--- config.mk ---
export PLATFORM = sky130hd
export DESIGN_NAME = bitmap_id_allocator
export DESIGN_NICKNAME = d
export VERILOG_FILES = /design/src/rtl/bia_pkg.sv /design/src/rtl/bia_ffz.sv /design/src/rtl/bitmap_id_allocator.sv
export SDC_FILE = /design/constraint.sdc
export NUM_CORES = 2
export LEC_CHECK = 0
export BUFFER_PORTS_ARGS = -buffer_cell sky130_fd_sc_hd__clkbuf_2
export CAP_MARGIN = 15
export CORE_UTILIZATION = 26
export CTS_BUF_LIST = sky130_fd_sc_hd__clkbuf_4 sky130_fd_sc_hd__clkbuf_8
export DETAILED_ROUTE_END_ITERATION = 10
export REMOVE_ABC_BUFFERS = 1
export SLEW_MARGIN = 20
export SYNTH_ARGS = -nofsm -noshare
export SYNTH_HDL_FRONTEND = slang
export SYNTH_SLANG_ARGS = --single-unit
--- constraint.sdc ---
create_clock -name clk_i -period 13.7 [get_ports clk_i]
set_input_delay 2.74 -clock clk_i [delete_from_list [all_inputs] [get_ports clk_i]]
set_output_delay 2.74 -clock clk_i [all_outputs]
set_load 0.005 [all_outputs]
--- src/rtl/bia_pkg.sv ---
`default_nettype none

package bia_pkg;

  localparam int IdCapacity = 1024;
  localparam int WordBits   = 32;
  localparam int NumWords   = (IdCapacity + WordBits - 1) / WordBits;
  localparam int WordIdxW   = $clog2(NumWords);
  localparam int BitIdxW    = $clog2(WordBits);
  localparam int IdW        = 10;
  localparam int CntW       = 11;

  typedef enum logic [1:0] {
    StIdle,
    StScan,
    StWrite,
    StDone
  } state_e;

  typedef enum logic [1:0] {
    StatAlloc      = 2'd0,
    StatNoSpace    = 2'd1,
    StatReleased   = 2'd2,
    StatBadRelease = 2'd3
  } status_e;

  typedef enum logic {
    OpAlloc   = 1'b0,
    OpRelease = 1'b1
  } op_e;

  // Result of the free-bit search over one bitmap word.
  typedef struct packed {
    logic               found;
    logic [BitIdxW-1:0] idx;
  } ffz_t;

endpackage

`default_nettype wire

--- src/rtl/bia_ffz.sv ---
`default_nettype none

module bia_ffz (
  input  logic [bia_pkg::WordBits-1:0] word_i,
  input  logic                         last_i,
  input  logic [bia_pkg::BitIdxW-1:0]  last_bit_i,
  output bia_pkg::ffz_t                res_o
);
  import bia_pkg::*;

  logic [WordBits-1:0] usable;
  logic [WordBits-1:0] free;

  // In the last word only the bits below the limit may be handed out.
  always_comb begin
    if (last_i) begin
      usable = {WordBits{1'b1}} >> (BitIdxW'(WordBits - 1) - last_bit_i);
    end else begin
      usable = {WordBits{1'b1}};
    end
    free = ~word_i & usable;
  end

  always_comb begin
    res_o.found = 1'b0;
    res_o.idx   = '0;
    for (int i = WordBits - 1; i >= 0; i--) begin
      if (free[i]) begin
        res_o.found = 1'b1;
        res_o.idx   = BitIdxW'(i);
      end
    end
  end

endmodule

`default_nettype wire

--- src/rtl/bitmap_id_allocator.sv ---
// Channel   Handshake                     Payload
// request   start, busy (accept: start&!busy) op_i, release_id_i
// result    done_o (one-cycle strobe)     given_id_o, status_o, used_count_o
// config    cfg_valid_i, cfg_ready_o      cfg_id_limit_i
//
// An allocate scans the bitmap one 32-bit word per cycle through one free-bit search
// unit: a hit in one of the 32 words goes through the write state to done_o, and a
// search that finds nothing goes straight to done_o at the word of the limit.
// With a zero limit done_o is high in the cycle right after the accepting edge.
// A release goes from scan through write to the strobe, or skips write for a free id.
// The bitmap is cleared at once by reset through per-word valid flags.
// Results cannot be stalled; busy falls after the strobe, so requests never overlap.
`default_nettype none

module bitmap_id_allocator (
  input  logic                       clk_i,
  input  logic                       rst_ni,
  input  logic                       start,
  output logic                       busy,
  input  logic                       op_i,
  input  logic [bia_pkg::IdW-1:0]    release_id_i,
  output logic                       done_o,
  output logic [bia_pkg::IdW-1:0]    given_id_o,
  output logic [1:0]                 status_o,
  output logic [bia_pkg::CntW-1:0]   used_count_o,
  input  logic                       cfg_valid_i,
  output logic                       cfg_ready_o,
  input  logic [bia_pkg::CntW-1:0]   cfg_id_limit_i
);
  import bia_pkg::*;

  state_e               state_q, state_d;
  logic [WordIdxW-1:0]  word_q, word_d;
  logic [BitIdxW-1:0]   bit_q, bit_d;
  op_e                  op_q, op_d;
  logic [IdW-1:0]       given_q, given_d;
  status_e              status_q, status_d;
  logic [CntW-1:0]      used_q, used_d;
  logic [WordBits-1:0]  wr_data_q, wr_data_d;
  logic [CntW-1:0]      id_limit_q;

  logic [WordBits-1:0]  mem [NumWords];
  logic [NumWords-1:0]  mem_vld_q;
  logic [WordBits-1:0]  rd_data_q;
  logic                 rd_vld_q;
  logic [WordBits-1:0]  word_data;

  logic [CntW-1:0]      lim_eff;
  logic [CntW-1:0]      lim_m1;
  logic                 lim_zero;
  logic [WordIdxW-1:0]  last_word;
  logic [BitIdxW-1:0]   last_bit;
  logic                 is_last;
  ffz_t                 ffz;

  always_comb begin
    lim_eff   = (id_limit_q > CntW'(IdCapacity)) ? CntW'(IdCapacity) : id_limit_q;
    lim_zero  = (lim_eff == '0);
    lim_m1    = lim_eff - CntW'(1);
    last_word = lim_m1[BitIdxW +: WordIdxW];
    last_bit  = lim_m1[BitIdxW-1:0];
    is_last   = (word_q == last_word);
    word_data = rd_vld_q ? rd_data_q : '0;
  end

  bia_ffz u_ffz (
    .word_i     (word_data),
    .last_i     (is_last),
    .last_bit_i (last_bit),
    .res_o      (ffz)
  );

  // Next state.
  always_comb begin
    state_d = state_q;
    unique case (state_q)
      StIdle: begin
        if (start) begin
          if (op_e'(op_i) == OpAlloc && lim_zero) begin
            state_d = StDone;
          end else begin
            state_d = StScan;
          end
        end
      end
      StScan: begin
        if (op_q == OpAlloc) begin
          if (ffz.found) begin
            state_d = StWrite;
          end else if (is_last) begin
            state_d = StDone;
          end
        end else if (word_data[bit_q]) begin
          state_d = StWrite;
        end else begin
          state_d = StDone;
        end
      end
      StWrite: state_d = StDone;
      StDone:  state_d = StIdle;
      default: state_d = StIdle;
    endcase
  end

  // Datapath next values.
  always_comb begin
    word_d    = word_q;
    bit_d     = bit_q;
    op_d      = op_q;
    given_d   = given_q;
    status_d  = status_q;
    used_d    = used_q;
    wr_data_d = wr_data_q;
    unique case (state_q)
      StIdle: begin
        if (start) begin
          op_d     = op_e'(op_i);
          bit_d    = release_id_i[BitIdxW-1:0];
          given_d  = '0;
          status_d = StatNoSpace;
          if (op_e'(op_i) == OpRelease) begin
            word_d = release_id_i[BitIdxW +: WordIdxW];
          end else begin
            word_d = '0;
          end
        end
      end
      StScan: begin
        if (op_q == OpAlloc) begin
          if (ffz.found) begin
            given_d   = {word_q, ffz.idx};
            wr_data_d = word_data | (WordBits'(1) << ffz.idx);
            used_d    = used_q + CntW'(1);
            status_d  = StatAlloc;
          end else if (is_last) begin
            status_d = StatNoSpace;
          end else begin
            word_d = word_q + WordIdxW'(1);
          end
        end else if (word_data[bit_q]) begin
          // Every 10-bit identifier lies below the capacity, so only the mark decides.
          wr_data_d = word_data & ~(WordBits'(1) << bit_q);
          if (used_q != '0) begin
            used_d = used_q - CntW'(1);
          end
          status_d = StatReleased;
        end else begin
          status_d = StatBadRelease;
        end
      end
      StWrite: ;
      StDone:  ;
      default: ;
    endcase
  end

  always_ff @(posedge clk_i or negedge rst_ni) begin
    if (!rst_ni) begin
      state_q    <= StIdle;
      used_q     <= '0;
      id_limit_q <= CntW'(IdCapacity);
      mem_vld_q  <= '0;
      rd_vld_q   <= 1'b0;
      op_q       <= OpAlloc;
      status_q   <= StatAlloc;
    end else begin
      state_q  <= state_d;
      used_q   <= used_d;
      op_q     <= op_d;
      status_q <= status_d;
      rd_vld_q <= mem_vld_q[word_d];
      if (cfg_valid_i && cfg_ready_o) begin
        id_limit_q <= cfg_id_limit_i;
      end
      if (state_q == StWrite) begin
        mem_vld_q[word_q] <= 1'b1;
      end
    end
  end

  always_ff @(posedge clk_i) begin
    word_q    <= word_d;
    bit_q     <= bit_d;
    given_q   <= given_d;
    wr_data_q <= wr_data_d;
  end

  // Bitmap storage: the read address follows the word the next cycle will examine.
  always_ff @(posedge clk_i) begin
    rd_data_q <= mem[word_d];
    if (state_q == StWrite) begin
      mem[word_q] <= wr_data_q;
    end
  end

  // Outputs.
  always_comb begin
    busy         = (state_q != StIdle);
    done_o       = (state_q == StDone);
    given_id_o   = given_q;
    status_o     = status_q;
    used_count_o = used_q;
    cfg_ready_o  = 1'b1;
  end

endmodule

`default_nettype wire

==> results.json <==
{
  "cts_buffers": 191,
  "routabilityCongestion": 0.9256,
  "area.growth.synth_to_final_pct": 14.58,
  "layout_min_cycle_time_ns": 8.786,
  "ir_drop_v": 0.0002100,
  "slowest_delay_ns": 1.03,
  "clk_latency_ns": 0.90,
  "synth_area_leaders": "edfxtp_1 (65%), dfrtp_1 (3.0%), mux2i_1 (2.6%)",
  "port_buffers": 50,
  "crit_type": "register to register",
  "outcome": "finished, final reports clean",
  "cts_resized": 0,
  "worstPathArrival_ns": 9.57,
  "synth_edf_count": 1071,
  "cts-root-buf": "clkbuf_8",
  "ys_seq_area_frac": 0.6906,
  "fmax_ghz": 0.1138,
  "syn_area_um2": 49820,
  "clock_skew_ns": 0.06451,
  "slew_violations": 0,
  "highest_layer": "met5",
  "synth-main-ff-cell": "edfxtp_1",
  "drive_above_1_share": 0.1756,
  "hold_buffers": 0,
  "async_flop_share": 0.05137,
  "setup_tns_ns": 0,
  "synth_top_area_frac": 0.6455,
  "critPathMaxFanout": 58,
  "synth-seq-cells": 1168,
  "cp-start-kind": "register",
  "synth_cells": 3466,
  "initial_core_util": 0.2620,
  "crit_chain": "inv_1 > nand2_1 > ha_1 > inv_1 > ha_1 > nor2b_1 > o21ai_0 > nor2_1 > nor2_1 > o32ai_1 > nand4_1 > or4_4 > nand2_8 > buf_4 > buf_4 > mux2_1 > a2111oi_0 > a22oi_1 > o211a_1",
  "wl_met3_um": 12630,
  "antenna_found_initial": 3,
  "vias": 33300,
  "p_per_area_nw_per_um2": 226.0,
  "worst_slack_ns": 4.914,
  "holdPathStages": 1,
  "clkTransAtPathRegs_ns": 0.06,
  "synth.largest_area_cell": "edfxtp_1",
  "final.period_utilization": 0.6413,
  "maxSlewHeadroom": 0.2533,
  "grt_max_degree": 153,
  "wl_met1_um": 66090,
  "syn_area_per_cell_um2": 14.37,
  "cp.required_ns": 14.49,
  "design.core.area_um2": 190200,
  "detail-route-antenna-nets": 0,
  "h-tree-depth": 4,
  "layout_common_cells": "edfxtp_1 (1,071), nand2_1 (245), clkbuf_8 (213), o21ai_0 (199), nand3_1 (161)",
  "wl_met2_um": 77090,
  "tritoncts": "yes",
  "path_delay_family": "simple AND/OR/NAND/NOR gates",
  "slowest_stage": "or4_4",
  "grt_pass1_vias": 32730,
  "clockBufferDepth": 3,
  "drc": 0,
  "setup_viol": 0,
  "hold_violations": 0,
  "fill_cells": 18860,
  "synth_cell_type_count": 87,
  "yosys_warnings": 0,
  "worstRegToRegCells": 19,
  "dr.pass1.iters": 6,
  "layout.cells.most_common": "edfxtp_1",
  "drt_iter0_markers": 3953,
  "routedWlPerCell_um": 26.10,
  "fp-row-count": 160,
  "crit_buf_inv": 4,
  "pre_cts_ws_ns": 5.186,
  "post_cts_buffers": 0,
  "clock-sinks": 1168,
  "endpoint_kind": "register",
  "crit_cells": 19,
  "dieHeight_um": 439.7,
  "dpl.hpwl_um": 81500,
  "routed_wl_um": 161300,
  "grt_use_total": 0.1628,
  "die_w_um": 439.7,
  "die-area_um2": 193400,
  "num_io_pins": 52,
  "multiInputGateArea_um2": 14400,
  "grt_pass1_wl_um": 231700,
  "vias_per_cell": 5.387,
  "area.sequential_um2": 34400,
  "cap_violations": 0,
  "grt_overflow": 0,
  "worst_slew_pin_slew_ns": 1.120,
  "rsz0062_at_grt": "false",
  "p_leak_uw": 0.01846,
  "layout.nets": 3545,
  "hold_path.class": "register to register"
}
[area by class of cell]
cell class                 instances  area share
inverter                          28    0.002192
sequential                      1168      0.6027
tap                             2511     0.05504
antenna                            3   0.0001315
timing repair buffer             122     0.01451
clock inverter                    48    0.008329
multi-input combinational       1985      0.2522
clock buffer                     316     0.06490
[report_power, final]
part	switching, µW	internal [µW]	leakage, µW
registers	517	4490	0.0108
clock network	1450	1810	0.00224
logic	3160	1470	0.00547
[cells in the mapped netlist (10+ instances only)]
cell type / count
a2111oi_0: 126
a2111oi_1: 53
a211o_1: 65
a211oi_1: 144
a21oi_1: 32
a22oi_1: 40
a311o_1: 63
a31oi_1: 13
and2_1: 13
and3_1: 142
buf_1: 31
buf_2: 33
buf_6: 12
clkbuf_1: 202
dfrtp_1: 59
dfxtp_1: 37
edfxtp_1: 1071
ha_1: 22
inv_1: 25
mux2_1: 21
mux2_2: 51
mux2i_1: 130
nand2_1: 246
nand2b_1: 15
nand3_1: 162
nand4_1: 10
nor2_1: 89
nor2b_1: 11
nor4_1: 10
o2111ai_1: 64
o211a_1: 32
o211ai_1: 11
o21ai_0: 199
o21bai_1: 19
o22ai_1: 14
o31ai_1: 12
or2_2: 40
or3_1: 10
[sequential cells by signal (all words and copies together) (netlist names)]
name          flops
bit_q             5
given_id_o       10
id_limit_q       11
mem            1024
mem_vld_q        32
op_q              1
rd_data_q        32
rd_vld_q          1
state_q           2
status_o          2
used_count_o     11
word_q            5
wr_data_q        32
[stage by stage]
stage,std cells,instance area [µm²],hold slack [ns],total power (µW),utilization
2_1_floorplan,3181,48590,0.4302,7777,-
3_3_place_gp,5814,52900,0.4450,9581,0.2781
3_5_place_dp,5814,52900,0.4433,9629,0.2781
4_1_cts,6178,57080,0.4572,12880,0.3001
5_1_grt,6180,57080,0.4829,13440,0.3002
6_report,6181,57090,0.4596,12900,0.3002
[per-layer routing]
metal	up-vias	GRT usage
li1	14140	-
met1	17120	0.2125
met2	1693	0.2675
met3	344	0.03045
met4	2	0.06026
met5	-	0
[worst paths after layout]
path,from,endpoint,slack [ns]
worst max-delay path,id_limit_q[10],rd_vld_q,4.91
worst min-delay path,mem_vld_q[22],mem_vld_q[22],0.46
worst max register to register,id_limit_q[10],rd_vld_q,4.91
worst min register to register,mem_vld_q[22],mem_vld_q[22],0.46
max in group asynchronous,rst_ni,mem_vld_q[30],11.09
min in group asynchronous,rst_ni,status_o[0],2.00
[logic make-up after synthesis]
| family | share of synthesized area |
|---|---|
| AND/OR/NAND/NOR | 0.07783 |
| adder cells (fa/ha/maj) | 0.005927 |
| flip-flops | 0.6906 |
| XOR/XNOR | 0.002285 |
| AO/OA/AOI/OAI | 0.1501 |
| buffers and inverters | 0.02680 |
| other | 0.00007527 |
| multiplexers | 0.04646 |
Power figures use the tool's default switching activity.
